==> src/hw/rtl/estg_pkg.sv <==
package estg_pkg;

   // Defaults for the top-level parameters
   localparam int SAMPLE_HZ_DEF        = 16000;
   localparam int ENVELOPE_SAMPLES_DEF = 80;
   localparam int SINE_TABLE_DEPTH_DEF = 1024;

   localparam int MS_PER_S = 1000;

   // Quarter-wave sine polynomial coefficients
   localparam logic [15:0] SIN_A = 16'd51472;
   localparam logic [15:0] SIN_B = 16'd21024;
   localparam logic [15:0] SIN_C = 16'd2320;

   localparam logic [15:0] FULL_SCALE  = 16'd32767;
   localparam logic [15:0] GAIN_RESET  = 16'd13045;
   localparam int          REL_W       = 7;
   localparam int          ENV_FRAC_W  = 16;

   // Serial divider geometry
   localparam int DIV_LEN   = 48;
   localparam int DIV_CNT_W = 6;

   // Request codes
   localparam logic [1:0] REQ_TICK = 2'd0;
   localparam logic [1:0] REQ_PLAY = 2'd1;
   localparam logic [1:0] REQ_STOP = 2'd2;

   // Register indexes
   localparam int         CSR_IDX_W     = 2;
   localparam logic [1:0] CSR_TONE_GAIN = 2'd0;
   localparam logic [1:0] CSR_MUTE      = 2'd1;

   typedef struct packed {
      logic [1:0]  req_type;
      logic [15:0] freq_hz;
      logic [15:0] tone_ms;
   } estg_req_type;

   typedef struct packed {
      logic signed [15:0] sample;
      logic               sample_valid;
      logic               last;
      logic               busy_res;
   } estg_rsp_type;

   typedef struct packed {
      logic                 start;
      logic [DIV_CNT_W-1:0] steps;
      logic [DIV_LEN-1:0]   dividend;   // left aligned
   } div_cmd_type;

   typedef struct packed {
      logic               busy;
      logic [DIV_LEN-1:0] quot;         // quotient in the low 'steps' bits
   } div_rsp_type;

   typedef enum logic [3:0] {
      ST_IDLE,
      ST_PLAY_STEP,
      ST_PLAY_DUR,
      ST_ANGLE,
      ST_ANGLE_WAIT,
      ST_FOLD,
      ST_SIN_Z2,
      ST_SIN_T1,
      ST_SIN_T2,
      ST_SIN_Y,
      ST_GAIN,
      ST_ENV_WAIT,
      ST_MUL,
      ST_RESULT
   } estg_state_type;

endpackage

==> src/hw/rtl/estg_div.sv <==
// Restoring divider, one quotient bit per cycle. Divisor latched at start.
module estg_div #(
   parameter int DVS_W = 16
) (
   input  logic                  clock,
   input  logic                  reset,
   input  estg_pkg::div_cmd_type div_cmd,
   input  logic [DVS_W-1:0]      divisor,
   output estg_pkg::div_rsp_type div_rsp
);
   import estg_pkg::*;

   logic                 busy_ff, busy_in;
   logic [DIV_CNT_W-1:0] cnt_ff, cnt_in;
   logic [DVS_W-1:0]     rem_ff, rem_in;
   logic [DVS_W-1:0]     dvs_ff, dvs_in;
   logic [DIV_LEN-1:0]   quot_ff, quot_in;
   logic [DVS_W:0]       trial;
   logic [DVS_W:0]       diff;
   logic                 ge;

   assign trial = {rem_ff, quot_ff[DIV_LEN-1]};
   assign diff  = trial - {1'b0, dvs_ff};
   assign ge    = trial >= {1'b0, dvs_ff};

   always_comb begin
      busy_in = busy_ff;
      cnt_in  = cnt_ff;
      rem_in  = rem_ff;
      dvs_in  = dvs_ff;
      quot_in = quot_ff;
      if (div_cmd.start) begin
         busy_in = 1'b1;
         cnt_in  = div_cmd.steps;
         rem_in  = '0;
         dvs_in  = divisor;
         quot_in = div_cmd.dividend;
      end else if (busy_ff) begin
         rem_in  = ge ? diff[DVS_W-1:0] : trial[DVS_W-1:0];
         quot_in = {quot_ff[DIV_LEN-2:0], ge};
         cnt_in  = cnt_ff - 1'b1;
         busy_in = (cnt_ff != DIV_CNT_W'(1));
      end
   end

   always_ff @(posedge clock) begin
      if (reset) begin
         busy_ff <= 1'b0;
         cnt_ff  <= '0;
      end else begin
         busy_ff <= busy_in;
         cnt_ff  <= cnt_in;
      end
   end

   always_ff @(posedge clock) begin
      rem_ff  <= rem_in;
      dvs_ff  <= dvs_in;
      quot_ff <= quot_in;
   end

   assign div_rsp.busy = busy_ff;
   assign div_rsp.quot = quot_ff;

endmodule

==> src/hw/rtl/enveloped_sine_tone_generator_unit.sv <==
// Sine tone generator with linear attack/release envelope. Each request beat
// returns exactly one response beat. A play request (re)starts or retunes a
// tone, a stop request begins the release, and a sample tick returns one
// int16 sample (sine times gain times envelope, truncated and saturated);
// the final release sample carries last. Play, stop and unused request codes,
// and ticks while idle, answer on the cycle after they are accepted. A tick
// while a tone sounds, and the work after a play answer that keeps the block
// busy, wait on the bit-serial divider, one quotient bit per cycle while it
// is busy: 23 steps for the envelope on a tick, 48 + 32 steps for the phase
// increment and the deadline on a play, and with a table depth that is not a
// power of two a further division for the table angle on a tick. The sine
// polynomial and gain products run on a shared 32x32 multiplier while the
// envelope division proceeds. Registers may be written only while the block
// is idle; csr_ready is always high.
module enveloped_sine_tone_generator_unit #(
   parameter int SAMPLE_HZ        = estg_pkg::SAMPLE_HZ_DEF,
   parameter int ENVELOPE_SAMPLES = estg_pkg::ENVELOPE_SAMPLES_DEF,
   parameter int SINE_TABLE_DEPTH = estg_pkg::SINE_TABLE_DEPTH_DEF
) (
   input  logic                           clock,
   input  logic                           reset,
   // request channel
   input  logic                           req_valid,
   output logic                           req_stall,
   input  estg_pkg::estg_req_type         req_data,
   // response channel
   output logic                           rsp_valid,
   input  logic                           rsp_stall,
   output estg_pkg::estg_rsp_type         rsp_data,
   // register write channel
   input  logic                           csr_valid,
   output logic                           csr_ready,
   input  logic [estg_pkg::CSR_IDX_W-1:0] csr_index,
   input  logic [15:0]                    csr_data
);
   import estg_pkg::*;

   localparam int IDX_W = $clog2(SINE_TABLE_DEPTH);
   localparam bit DepthPow2 = ((SINE_TABLE_DEPTH & (SINE_TABLE_DEPTH - 1)) == 0);
   localparam int DvMax = (SAMPLE_HZ > SINE_TABLE_DEPTH) ? SAMPLE_HZ : SINE_TABLE_DEPTH;
   localparam int DVS_W = $clog2(DvMax + 1);
   localparam logic [REL_W-1:0] EnvK   = REL_W'(ENVELOPE_SAMPLES);
   localparam logic [31:0]      EnvCnt = 32'(ENVELOPE_SAMPLES);

   // FSM and tone state
   estg_state_type state_ff, state_in;
   logic        playing_ff, playing_in;
   logic        releasing_ff, releasing_in;
   logic [31:0] phase_acc_ff, phase_acc_in;
   logic [31:0] phase_step_ff, phase_step_in;
   logic [31:0] sample_count_ff, sample_count_in;
   logic [31:0] stop_sample_ff, stop_sample_in;
   logic        has_deadline_ff, has_deadline_in;
   logic [REL_W-1:0] release_left_ff, release_left_in;
   logic [15:0] tone_gain_ff, tone_gain_in;
   logic        mute_ff, mute_in;
   logic        rsp_valid_ff, rsp_valid_in;
   estg_rsp_type rsp_data_ff, rsp_data_in;

   // per-sample datapath
   logic [IDX_W-1:0] idx_ff, idx_in;
   logic [31:0] u_ff, u_in;
   logic [15:0] z_ff, z_in;
   logic        sneg_ff, sneg_in;
   logic [15:0] w_ff, w_in;
   logic [15:0] t_ff, t_in;
   logic [14:0] y_ff, y_in;
   logic [30:0] a_ff, a_in;
   logic [31:0] b_ff, b_in;
   logic [16:0] mag_ff, mag_in;
   logic [REL_W-1:0] k_ff, k_in;
   logic        last_ff, last_in;
   logic [31:0] dur_prod_ff, dur_prod_in;

   // shared multiplier
   logic [31:0] mul_a, mul_b;
   logic [63:0] prod;

   // divider
   div_cmd_type      div_cmd;
   div_rsp_type      div_rsp;
   logic [DVS_W-1:0] dvs_sel;

   // tick control terms
   logic             out_free, req_take;
   logic             rel_start, rel_now, last_now;
   logic [REL_W-1:0] rl_cur, k_att, k_rel;
   logic [30:0]      fold;
   logic [32:0]      dl_sum;
   logic [16:0]      y_raw;
   logic [15:0]      sat_sample;
   logic [15:0]      g_eff;

   assign out_free  = !rsp_valid_ff || !rsp_stall;
   assign req_stall = (state_ff != ST_IDLE) || !out_free;
   assign req_take  = req_valid && !req_stall;
   assign csr_ready = 1'b1;
   assign rsp_valid = rsp_valid_ff;
   assign rsp_data  = rsp_data_ff;

   assign prod = mul_a * mul_b;

   // Deadline is checked before the sample; release starts on that sample.
   assign rel_start = !releasing_ff && has_deadline_ff && (sample_count_ff >= stop_sample_ff);
   assign rel_now   = releasing_ff || rel_start;
   assign rl_cur    = rel_start ? EnvK : release_left_ff;
   assign last_now  = rel_now && (rl_cur <= REL_W'(1));
   // min(attack, release) taken on the numerators: both scale by the same 65536/N
   assign k_att     = (sample_count_ff < EnvCnt) ? sample_count_ff[REL_W-1:0] : EnvK;
   assign k_rel     = rel_now ? rl_cur : EnvK;

   // quarter-wave fold of the table angle
   assign fold   = u_ff[30] ? (31'h4000_0000 - {1'b0, u_ff[29:0]}) : {1'b0, u_ff[29:0]};
   assign dl_sum = {1'b0, sample_count_ff} + {1'b0, div_rsp.quot[31:0]};
   assign y_raw  = prod[31:15];
   assign g_eff  = mute_ff ? 16'd0 : tone_gain_ff;

   always_comb begin
      if (sneg_ff) begin
         sat_sample = (mag_ff >= 17'd32768) ? 16'h8000 : 16'(17'd0 - mag_ff);
      end else begin
         sat_sample = (mag_ff > {1'b0, FULL_SCALE}) ? FULL_SCALE : mag_ff[15:0];
      end
   end

   estg_div #(
      .DVS_W(DVS_W)
   ) u_div (
      .clock   (clock),
      .reset   (reset),
      .div_cmd (div_cmd),
      .divisor (dvs_sel),
      .div_rsp (div_rsp)
   );

   always_comb begin
      state_in        = state_ff;
      playing_in      = playing_ff;
      releasing_in    = releasing_ff;
      phase_acc_in    = phase_acc_ff;
      phase_step_in   = phase_step_ff;
      sample_count_in = sample_count_ff;
      stop_sample_in  = stop_sample_ff;
      has_deadline_in = has_deadline_ff;
      release_left_in = release_left_ff;
      tone_gain_in    = tone_gain_ff;
      mute_in         = mute_ff;
      rsp_valid_in    = rsp_valid_ff && rsp_stall;
      rsp_data_in     = rsp_data_ff;
      idx_in          = idx_ff;
      u_in            = u_ff;
      z_in            = z_ff;
      sneg_in         = sneg_ff;
      w_in            = w_ff;
      t_in            = t_ff;
      y_in            = y_ff;
      a_in            = a_ff;
      b_in            = b_ff;
      mag_in          = mag_ff;
      k_in            = k_ff;
      last_in         = last_ff;
      dur_prod_in     = dur_prod_ff;
      mul_a           = '0;
      mul_b           = '0;
      div_cmd         = '0;
      dvs_sel         = '0;

      if (csr_valid) begin
         unique case (csr_index)
            CSR_TONE_GAIN: tone_gain_in = csr_data;
            CSR_MUTE:      mute_in      = csr_data[0];
            default: ;
         endcase
      end

      unique case (state_ff)
         ST_IDLE: begin
            if (req_take) begin
               // default answer: no sample, busy follows the tone
               rsp_valid_in             = 1'b1;
               rsp_data_in.sample       = '0;
               rsp_data_in.sample_valid = 1'b0;
               rsp_data_in.last         = 1'b0;
               rsp_data_in.busy_res     = playing_ff;
               unique case (req_data.req_type)
                  REQ_PLAY: begin
                     mul_a           = 32'(req_data.tone_ms);
                     mul_b           = 32'(SAMPLE_HZ);
                     dur_prod_in     = prod[31:0];
                     has_deadline_in = (req_data.tone_ms != 16'd0);
                     if (!playing_ff) begin
                        playing_in      = 1'b1;
                        releasing_in    = 1'b0;
                        release_left_in = '0;
                        phase_acc_in    = '0;
                        sample_count_in = '0;
                     end
                     div_cmd.start    = 1'b1;
                     div_cmd.steps    = DIV_CNT_W'(DIV_LEN);
                     div_cmd.dividend = {req_data.freq_hz, 32'd0};
                     dvs_sel          = DVS_W'(SAMPLE_HZ);
                     rsp_data_in.busy_res = 1'b1;
                     state_in         = ST_PLAY_STEP;
                  end
                  REQ_STOP: begin
                     if (playing_ff && !releasing_ff) begin
                        releasing_in    = 1'b1;
                        release_left_in = EnvK;
                     end
                  end
                  REQ_TICK: begin
                     if (playing_ff) begin
                        // commit control state now, datapath follows
                        rsp_valid_in    = 1'b0;
                        mul_a           = phase_acc_ff;
                        mul_b           = 32'(SINE_TABLE_DEPTH);
                        idx_in          = prod[32 +: IDX_W];
                        k_in            = (k_rel < k_att) ? k_rel : k_att;
                        last_in         = last_now;
                        phase_acc_in    = phase_acc_ff + phase_step_ff;
                        sample_count_in = (sample_count_ff == '1) ? sample_count_ff
                                                                  : sample_count_ff + 32'd1;
                        releasing_in    = rel_now;
                        release_left_in = (rl_cur != '0) ? rl_cur - REL_W'(1) : rl_cur;
                        if (last_now) begin
                           playing_in      = 1'b0;
                           releasing_in    = 1'b0;
                           release_left_in = '0;
                        end
                        state_in        = ST_ANGLE;
                     end
                  end
                  default: ;
               endcase
            end
         end

         ST_PLAY_STEP: begin
            if (!div_rsp.busy) begin
               phase_step_in    = div_rsp.quot[31:0];
               div_cmd.start    = 1'b1;
               div_cmd.steps    = DIV_CNT_W'(32);
               div_cmd.dividend = {dur_prod_ff, 16'd0};
               dvs_sel          = DVS_W'(MS_PER_S);
               state_in         = ST_PLAY_DUR;
            end
         end

         ST_PLAY_DUR: begin
            if (!div_rsp.busy) begin
               stop_sample_in = dl_sum[32] ? '1 : dl_sum[31:0];
               state_in       = ST_IDLE;
            end
         end

         ST_ANGLE: begin
            if (DepthPow2) begin
               u_in     = {idx_ff, {(32 - IDX_W){1'b0}}};
               state_in = ST_FOLD;
            end else begin
               div_cmd.start    = 1'b1;
               div_cmd.steps    = DIV_CNT_W'(IDX_W + 32);
               div_cmd.dividend = {idx_ff, 32'd0, {(DIV_LEN - 32 - IDX_W){1'b0}}};
               dvs_sel          = DVS_W'(SINE_TABLE_DEPTH);
               state_in         = ST_ANGLE_WAIT;
            end
         end

         ST_ANGLE_WAIT: begin
            if (!div_rsp.busy) begin
               u_in     = div_rsp.quot[31:0];
               state_in = ST_FOLD;
            end
         end

         ST_FOLD: begin
            z_in             = fold[30:15];
            sneg_in          = u_ff[31];
            // envelope = k * 65536 / N, runs under the sine steps
            div_cmd.start    = 1'b1;
            div_cmd.steps    = DIV_CNT_W'(REL_W + ENV_FRAC_W);
            div_cmd.dividend = {k_ff, {ENV_FRAC_W{1'b0}},
                                {(DIV_LEN - REL_W - ENV_FRAC_W){1'b0}}};
            dvs_sel          = DVS_W'(ENVELOPE_SAMPLES);
            state_in         = ST_SIN_Z2;
         end

         ST_SIN_Z2: begin
            mul_a    = 32'(z_ff);
            mul_b    = 32'(z_ff);
            w_in     = prod[30:15];
            state_in = ST_SIN_T1;
         end

         ST_SIN_T1: begin
            mul_a    = 32'(SIN_C);
            mul_b    = 32'(w_ff);
            t_in     = SIN_B - prod[30:15];
            state_in = ST_SIN_T2;
         end

         ST_SIN_T2: begin
            mul_a    = 32'(t_ff);
            mul_b    = 32'(w_ff);
            t_in     = SIN_A - prod[30:15];
            state_in = ST_SIN_Y;
         end

         ST_SIN_Y: begin
            mul_a    = 32'(t_ff);
            mul_b    = 32'(z_ff);
            y_in     = (y_raw > {1'b0, FULL_SCALE}) ? FULL_SCALE[14:0] : y_raw[14:0];
            state_in = ST_GAIN;
         end

         ST_GAIN: begin
            mul_a    = 32'(y_ff);
            mul_b    = 32'(g_eff);
            a_in     = prod[30:0];
            state_in = ST_ENV_WAIT;
         end

         ST_ENV_WAIT: begin
            if (!div_rsp.busy) begin
               mul_a    = 32'(div_rsp.quot[ENV_FRAC_W:0]);
               mul_b    = 32'(FULL_SCALE);
               b_in     = prod[31:0];
               state_in = ST_MUL;
            end
         end

         ST_MUL: begin
            mul_a    = 32'(a_ff);
            mul_b    = b_ff;
            mag_in   = prod[62:46];
            state_in = ST_RESULT;
         end

         ST_RESULT: begin
            if (out_free) begin
               rsp_valid_in             = 1'b1;
               rsp_data_in.sample       = sat_sample;
               rsp_data_in.sample_valid = 1'b1;
               rsp_data_in.last         = last_ff;
               rsp_data_in.busy_res     = 1'b1;
               state_in                 = ST_IDLE;
            end
         end

         default: state_in = ST_IDLE;
      endcase
   end

   always_ff @(posedge clock) begin
      if (reset) begin
         state_ff <= ST_IDLE;
      end else begin
         state_ff <= state_in;
      end
   end

   always_ff @(posedge clock) begin
      if (reset) begin
         playing_ff      <= 1'b0;
         releasing_ff    <= 1'b0;
         phase_acc_ff    <= '0;
         phase_step_ff   <= '0;
         sample_count_ff <= '0;
         stop_sample_ff  <= '0;
         has_deadline_ff <= 1'b0;
         release_left_ff <= '0;
         tone_gain_ff    <= GAIN_RESET;
         mute_ff         <= 1'b0;
         rsp_valid_ff    <= 1'b0;
      end else begin
         playing_ff      <= playing_in;
         releasing_ff    <= releasing_in;
         phase_acc_ff    <= phase_acc_in;
         phase_step_ff   <= phase_step_in;
         sample_count_ff <= sample_count_in;
         stop_sample_ff  <= stop_sample_in;
         has_deadline_ff <= has_deadline_in;
         release_left_ff <= release_left_in;
         tone_gain_ff    <= tone_gain_in;
         mute_ff         <= mute_in;
         rsp_valid_ff    <= rsp_valid_in;
      end
   end

   always_ff @(posedge clock) begin
      rsp_data_ff <= rsp_data_in;
      idx_ff      <= idx_in;
      u_ff        <= u_in;
      z_ff        <= z_in;
      sneg_ff     <= sneg_in;
      w_ff        <= w_in;
      t_ff        <= t_in;
      y_ff        <= y_in;
      a_ff        <= a_in;
      b_ff        <= b_in;
      mag_ff      <= mag_in;
      k_ff        <= k_in;
      last_ff     <= last_in;
      dur_prod_ff <= dur_prod_in;
   end

endmodule
==> config.mk <==
export PLATFORM = sky130hd
export DESIGN_NAME = enveloped_sine_tone_generator_unit
export DESIGN_NICKNAME = d
export VERILOG_FILES = /design/src/hw/rtl/estg_pkg.sv /design/src/hw/rtl/estg_div.sv /design/src/hw/rtl/enveloped_sine_tone_generator_unit.sv
export SDC_FILE = /design/constraint.sdc
export NUM_CORES = 2
export LEC_CHECK = 0
export ABC_AREA = 1
export BUFFER_PORTS_ARGS = -buffer_cell sky130_fd_sc_hd__clkbuf_2
export CORE_ASPECT_RATIO = 0.6
export CORE_MARGIN = 3
export CORE_UTILIZATION = 61
export DETAILED_ROUTE_END_ITERATION = 8
export GPL_TIMING_DRIVEN = 1
export MAX_ROUTING_LAYER = met4
export PLACE_DENSITY = 0.77
export SKIP_CTS_REPAIR_TIMING = 1
export SLEW_MARGIN = 20
export SYNTH_ARGS = -nofsm -noshare
export SYNTH_HDL_FRONTEND = slang
export SYNTH_HIERARCHICAL = 1
export SYNTH_SLANG_ARGS = --single-unit
==> constraint.sdc <==
create_clock -name clock -period 27.6 [get_ports clock]
set_input_delay 4.14 -clock clock [delete_from_list [all_inputs] [get_ports clock]]
set_output_delay 4.14 -clock clock [all_outputs]
set_load 0.005 [all_outputs]
### Yosys cells after proc, flatten, opt, wreduce, memory -nomap -nowiden

Index checks and enable logic that the tools add are counted.

* bits in registers: 488
* latch bits: 0
* memory bits (writable): 0
* memory bits (read-only): 0
* word-level logic and storage cells: 204
* memories: 0

* add/subtract/negate cells: 10
* $mul: 1
* div/mod/pow operators: 0
* order comparisons: 8
* equal/unequal tests: 30
* shifts and indexed selects: 0
* multiplexer cells: 76
* bitwise logic cells: 1
* reduce and logical (&&, ||, !) cells: 43

Operators by type and width (count)
* 32-bit 2-to-1 mux: 8
* 32-bit one-hot mux with 2 select lines: 4
* 32-bit one-hot mux with 7 select lines: 1
* 32-bit one-hot mux with 6 select lines: 1
* 55-bit 2-to-1 mux: 3
* 55-bit one-hot mux with 3 select lines: 1
* 48-bit 2-to-1 mux: 2
* 16-bit 2-to-1 mux: 4
* 32-bit by 32-bit multiplier with 63-bit output: 1
* 7-bit 2-to-1 mux: 9
* 14-bit 2-to-1 mux: 4
* 4-bit one-hot mux with 14 select lines: 1
* 14-bit one-hot mux with 3 select lines: 1
* 19-bit 2-to-1 mux: 2
* 19-bit one-hot mux with 2 select lines: 1
* 17-bit by 15-bit > comparator with 1-bit output (second input constant): 2
* 32-bit by 32-bit adder with 33-bit output: 1
* 32-bit by 1-bit adder with 32-bit output (second input constant): 1
* 32-bit adder: 1
* 32-bit == test (second input constant): 1
* 32-bit greater-or-equal comparator: 1
* 32-bit by 7-bit < comparator with 1-bit output (second input constant): 1
* 16-bit one-hot mux with 2 select lines: 1
* 31-bit by 30-bit subtractor with 31-bit output (first input constant): 1
* other kinds (50): 116

### Longest topological paths before layout

* word-level depth: 11
* mapped depth: 47
* gate-level depth less buffers: 46

### By module

The synthesis kept the hierarchy.

By module, submodules not included
* enveloped_sine_tone_generator_unit: instances 1, cells an instance 6609, area an instance 54720.0 µm², seq. area each 10560.1 µm²
* estg_div: instances 1, cells an instance 565, area an instance 4585.6 µm², seq. area each 2282.2 µm²

### Least setup slack after synthesis

OpenSTA, ideal clock, no wires.

* path kind: input to register
* start: in req_data[32] (netlist bit)
* end: reg t_ff[13] (data pin)
* setup time: 253 ps
* data arrival time: 12099 ps
* required time: 27347 ps
* path slack: 15248 ps
* stages: 37
* buffers on the path: 3
* path through: inv_2 > nand2_1 > inv_1 > nand2_1 > nor2_1 > buf_2 > buf_2 > a21oi_1 > clkbuf_1 > nor2_1 > fa_1 > inv_1 > fa_1 > fa_1 > fa_1 > inv_1 > fa_1 > inv_1 > fa_1 > inv_1 > fa_1 > inv_1 > fa_1 > inv_1 > ha_1 > a21oi_1 > o21ai_0 > a21oi_1 > nand3_1 > a21o_1 > xor2_1 > ha_1 > a21oi_1 > a21boi_0 > nand3_1 > nand2_1 > nand2_1

* word-level cells in the longest chain between the ends: 7
* elaborated cells between the ends (all ways): 12
* classes of those cells: add/sub (2); mul (1); eq/ne (1); mux (7); reduce/logical (1)

Ends and longest elaborated chain
* start: declaration: line enveloped_sine_tone_generator_unit.sv:25 `input estg_pkg::estg_req_type req_data,`
* 2-bit by 1-bit == test with 1-bit output or 2-bit zero test (tied branches): line enveloped_sine_tone_generator_unit.sv:185 `unique case (req_data.req_type)`
* 32-bit one-hot mux with 2 select lines or 14-bit one-hot mux with 2 select lines (tied branches): line enveloped_sine_tone_generator_unit.sv:185
* 32-bit 2-to-1 mux or 14-bit 2-to-1 mux (tied branches): line enveloped_sine_tone_generator_unit.sv:178 `if (req_take) begin`
* 32-bit one-hot mux with 7 select lines or 32-bit one-hot mux with 6 select lines (tied branches): line enveloped_sine_tone_generator_unit.sv:176 `unique case (state_ff)`
* 32-bit by 32-bit multiplier with 63-bit output *: line enveloped_sine_tone_generator_unit.sv:101 `assign prod = mul_a * mul_b;`
* 16-bit subtractor or 15-bit by 16-bit subtractor with 16-bit output (tied branches): line enveloped_sine_tone_generator_unit.sv:305, enveloped_sine_tone_generator_unit.sv:298
* 16-bit one-hot mux with 2 select lines *: line enveloped_sine_tone_generator_unit.sv:176
* named net t_in[13]: line enveloped_sine_tone_generator_unit.sv:66 `logic [15:0] t_ff, t_in;`
* end signal: assignment: line enveloped_sine_tone_generator_unit.sv:397 `t_ff <= t_in;`
* end: declaration: line enveloped_sine_tone_generator_unit.sv:66

The timed path passes the listed nets; every way through them passes the cells marked *.
A chain may end at the register's enable or synchronous reset.

### Worst setup path in the final report

* start: in req_data[32] (netlist bit)
* end: reg t_ff[15] (data pin)

* word-level cells in the longest chain between the ends: 7
* elaborated cells between the ends (all ways): 12
* classes of those cells: add/sub (2); mul (1); eq/ne (1); mux (7); reduce/logical (1)

Ends and longest elaborated chain
* 2-bit by 1-bit == test with 1-bit output or 2-bit zero test (tied branches): line enveloped_sine_tone_generator_unit.sv:185
* 32-bit one-hot mux with 2 select lines or 14-bit one-hot mux with 2 select lines (tied branches): line enveloped_sine_tone_generator_unit.sv:185
* 32-bit 2-to-1 mux or 14-bit 2-to-1 mux (tied branches): line enveloped_sine_tone_generator_unit.sv:178
* 32-bit one-hot mux with 7 select lines or 32-bit one-hot mux with 6 select lines (tied branches): line enveloped_sine_tone_generator_unit.sv:176
* 32-bit by 32-bit multiplier with 63-bit output *: line enveloped_sine_tone_generator_unit.sv:101
* named net prod[20]: line enveloped_sine_tone_generator_unit.sv:77 `logic [63:0] prod;`
* 16-bit subtractor or 15-bit by 16-bit subtractor with 16-bit output (tied branches): line enveloped_sine_tone_generator_unit.sv:305, enveloped_sine_tone_generator_unit.sv:298
* 16-bit one-hot mux with 2 select lines *: line enveloped_sine_tone_generator_unit.sv:176
* named net t_in[15]: line enveloped_sine_tone_generator_unit.sv:66

Marked as above.

==> metrics.txt <==
fmax=67.4 MHz; Post-synth EDFFs=307; Crit Path Class=in -> reg; Sequential Power Share=29.5%; area of the mapped netlist=59300 um^2; clock share of power=16.4%; chip height=between 200 and 250 um; largest net degree at the start of global routing=88; Logic pwr share=54.2%; largest family of logic cells by synthesized area=adder cells; most common cell after layout, fill and taps aside=nand2_1; xor/xnor share of the synthesized area=1.96%; Yosys warning total=6; CTS tree=built; Crit path max-delay family=adder cells; IO Pins=79; Worst Path Max Fanout=37; DP Worst Slack=between 10000 and 15000 ps; status=finished with violations; Nets=8538; Slew headroom=20.3%; Reg clk slew, reported paths=around 80 ps; port buffer count=77; wire length per cell=25.8 um; Post-route DRC=1; maxcap violations=0; multi-input logic area=40100 um^2; initial antenna violation count=10; simple logic cell fraction of the synthesized area=18.6%; CTS Sinks=488; Crit. End Element=flip-flop; share of layout cells above drive strength 1=4.99%; post-synthesis compound-gate area fraction=8.15%; Post-Synthesis Cells=7174; first-pass GRT wire length=approximately 320 mm; async set-or-reset flop fraction in the synthesized netlist=0%; commonest non-fill, non-tap cells in the layout=nand2_1, inv_1, fa_1, nor2_1, ha_1; Net Switching=2.05 mW; drt pass-1 iters=9; vias in the first global route=49.2k; final non-filler cell total=8536; Leak=29.3 nW; Die X=409 um; fill count=8026; Area Growth Syn to Fin=5.72%; Seq cells post-synth=488; final worst slack=12750 ps; Final Hold Viols=0; Setup Skew=42.2 ps; clk root buf=clkbuf_16; Initial DRC Count=about 7.7k; minimum clock period=14850 ps; Worst Setup SP=req_data[32]; initial core utilization=62.3%; RSZ-0062 raised after global routing=no; Clock Latency Late Sink=just over 600 ps; final setup vio count=0; total power=3.99 mW; Most used DFF post-synth=edfxtp_1; WP data required=27950 ps; syn avg cell area=between 8 and 9 um^2; failing checks=DRC; worst min-delay path category=reg -> reg; CP Launch Type=input pin; Reg-to-Reg Start=state_ff[3]$_SDFFE_PP0P_; Placed Area=just over 60000 um^2; Final Slew Violations=0; GRT overflow=0; Arrival @ worst endpoint=between 15000 and 20000 ps; final worst-path cycle share=roughly 54%; H-tree depth=2; Final Util=65.9%; Routed Antenna Nets=0; PwrDens=63.6 nW/um^2; Seq/Total Area, Yosys=21.7%; core area=95100 um^2; Die Area=101000 um^2; maximum vdd drop=slightly above 0.00006 V; CP max stage cell=clkinv_1; switching share of power=51.5%; Max stage delay on crit path=800 ps; Setup TNS Final=0 ps; Post-Place Cells=about 8.4k; hold slack final=around 440 ps; via/cell ratio=6.06; mux cell area share after synthesis=0%; Reg area=12800 um^2; Internal=1.93 mW; CTS Buffer Depth=3; Yosys cell types=70; fraction of the mapped netlist area in adder cells=38.5%; hold_sp=u_ff[31]$_DFFE_PP_; GPL Wtd Cong=approximately 1.1; Final Cell Area=around 63000 um^2; vias=51.7k; Post-Route WL=220 mm; CTS Buf Count=between 40 and 50; DP Wirelength=176 mm; Buf+Inv Stages, Crit Path=13; Worst Tran Pin Value=1190 ps; GRT Resource Usage Total=44.9%; row cnt=87
-- sequential cells by signal, indices dropped and copies added (netlist names), 17 cells and up --
name and flops:
a_ff 31, b_ff 32, dur_prod_ff 32, mag_ff 17, phase_acc_ff 32, phase_step_ff 32, rsp_data 19, sample_count_ff 32
stop_sample_ff 32, u_div/quot_ff 48, u_ff 32
-- kinds of logic (layout without fill, tap and decap cells) --
family / after synthesis / in the layout
DFF: 488 / 488
buffers and inverters: 1727 / 1736
AOI/OAI and AO/OA: 842 / 842
other: 2 / 65
adders and majority gates: 1284 / 1284
and+or+nand+nor: 2699 / 2699
xor gates and xnor gates: 132 / 132
-- power groups by stage --
| stage | Combinational (mW) | Sequential (mW) | Clock, mW |
|---|---|---|---|
| final | 2.16 | 1.18 | 0.652 |
| after global routing | 2.29 | 1.18 | 0.681 |
| after CTS | 2.04 | 1.16 | 0.650 |
| after detailed placement | 2.03 | 1.17 | 0 |
| after global placement | 2.00 | 1.17 | 0 |
| after floorplan | 1.29 | 1.10 | 0 |
-- final timing paths --
check	to	slack, ps	cells after the start
worst max-delay path	t_ff[15]$_DFFE_PN_	12750	40
worst min-delay path	sneg_ff$_DFFE_PP_	440	0
worst max register to register	t_ff[15]$_DFFE_PN_	14480	39
worst min register to register	sneg_ff$_DFFE_PP_	440	0
-- synthesized netlist by cell type, drive strengths merged, types with 16 or more instances --
master,n,area (um^2)
a211oi,20,150
a221oi,16,140
o211ai,19,143
nand3,177,926
nor2,778,3040
a21oi,327,1640
clkbuf,141,531
fa,898,18000
a31oi,37,231
nand4,46,294
xor2,71,622
ha,386,4830
edfxtp,307,9220
nand2,1583,6000
dfxtp,181,3620
nand3b,16,120
xnor2,61,542
a22o,21,184
nor4,24,201
nor3,57,313
o21a,19,143
inv,1463,5490
buf,108,566
o21ai,292,1480
-- per-layer routing --
| layer | wire [um] | track usage (%) | up-vias |
|---|---|---|---|
| li1 | - | - | 22100 |
| met1 | 93400 | 66.2 | 25000 |
| met2 | 75900 | 50.5 | 4109 |
| met3 | 45800 | 27.2 | 463 |
| met4 | 5320 | 8.75 | 0 |
| met5 | 0 | - | - |
-- layout make-up --
type,instances,area share [%]
clock buffer,53,1.85
inverter,1478,8.85
clock inverter,27,0.443
sequential,488,20.5
tap,1290,2.57
multi-input combinational,5008,63.9
antenna,14,0.0559
timing repair buffer,178,1.82
-- worst reg2reg max path, delay by kind of cell, from the launching register on --
kind | cells | cell delay [ps]
AOI/OAI and AO/OA | 4 | 730
adders and majority gates | 10 | 4760
xor gates and xnor gates | 1 | 690
buffers and inverters | 13 | 3070
and+or+nand+nor | 11 | 3110
DFF | 1 | 520
(Power assumes the default switching activity.)
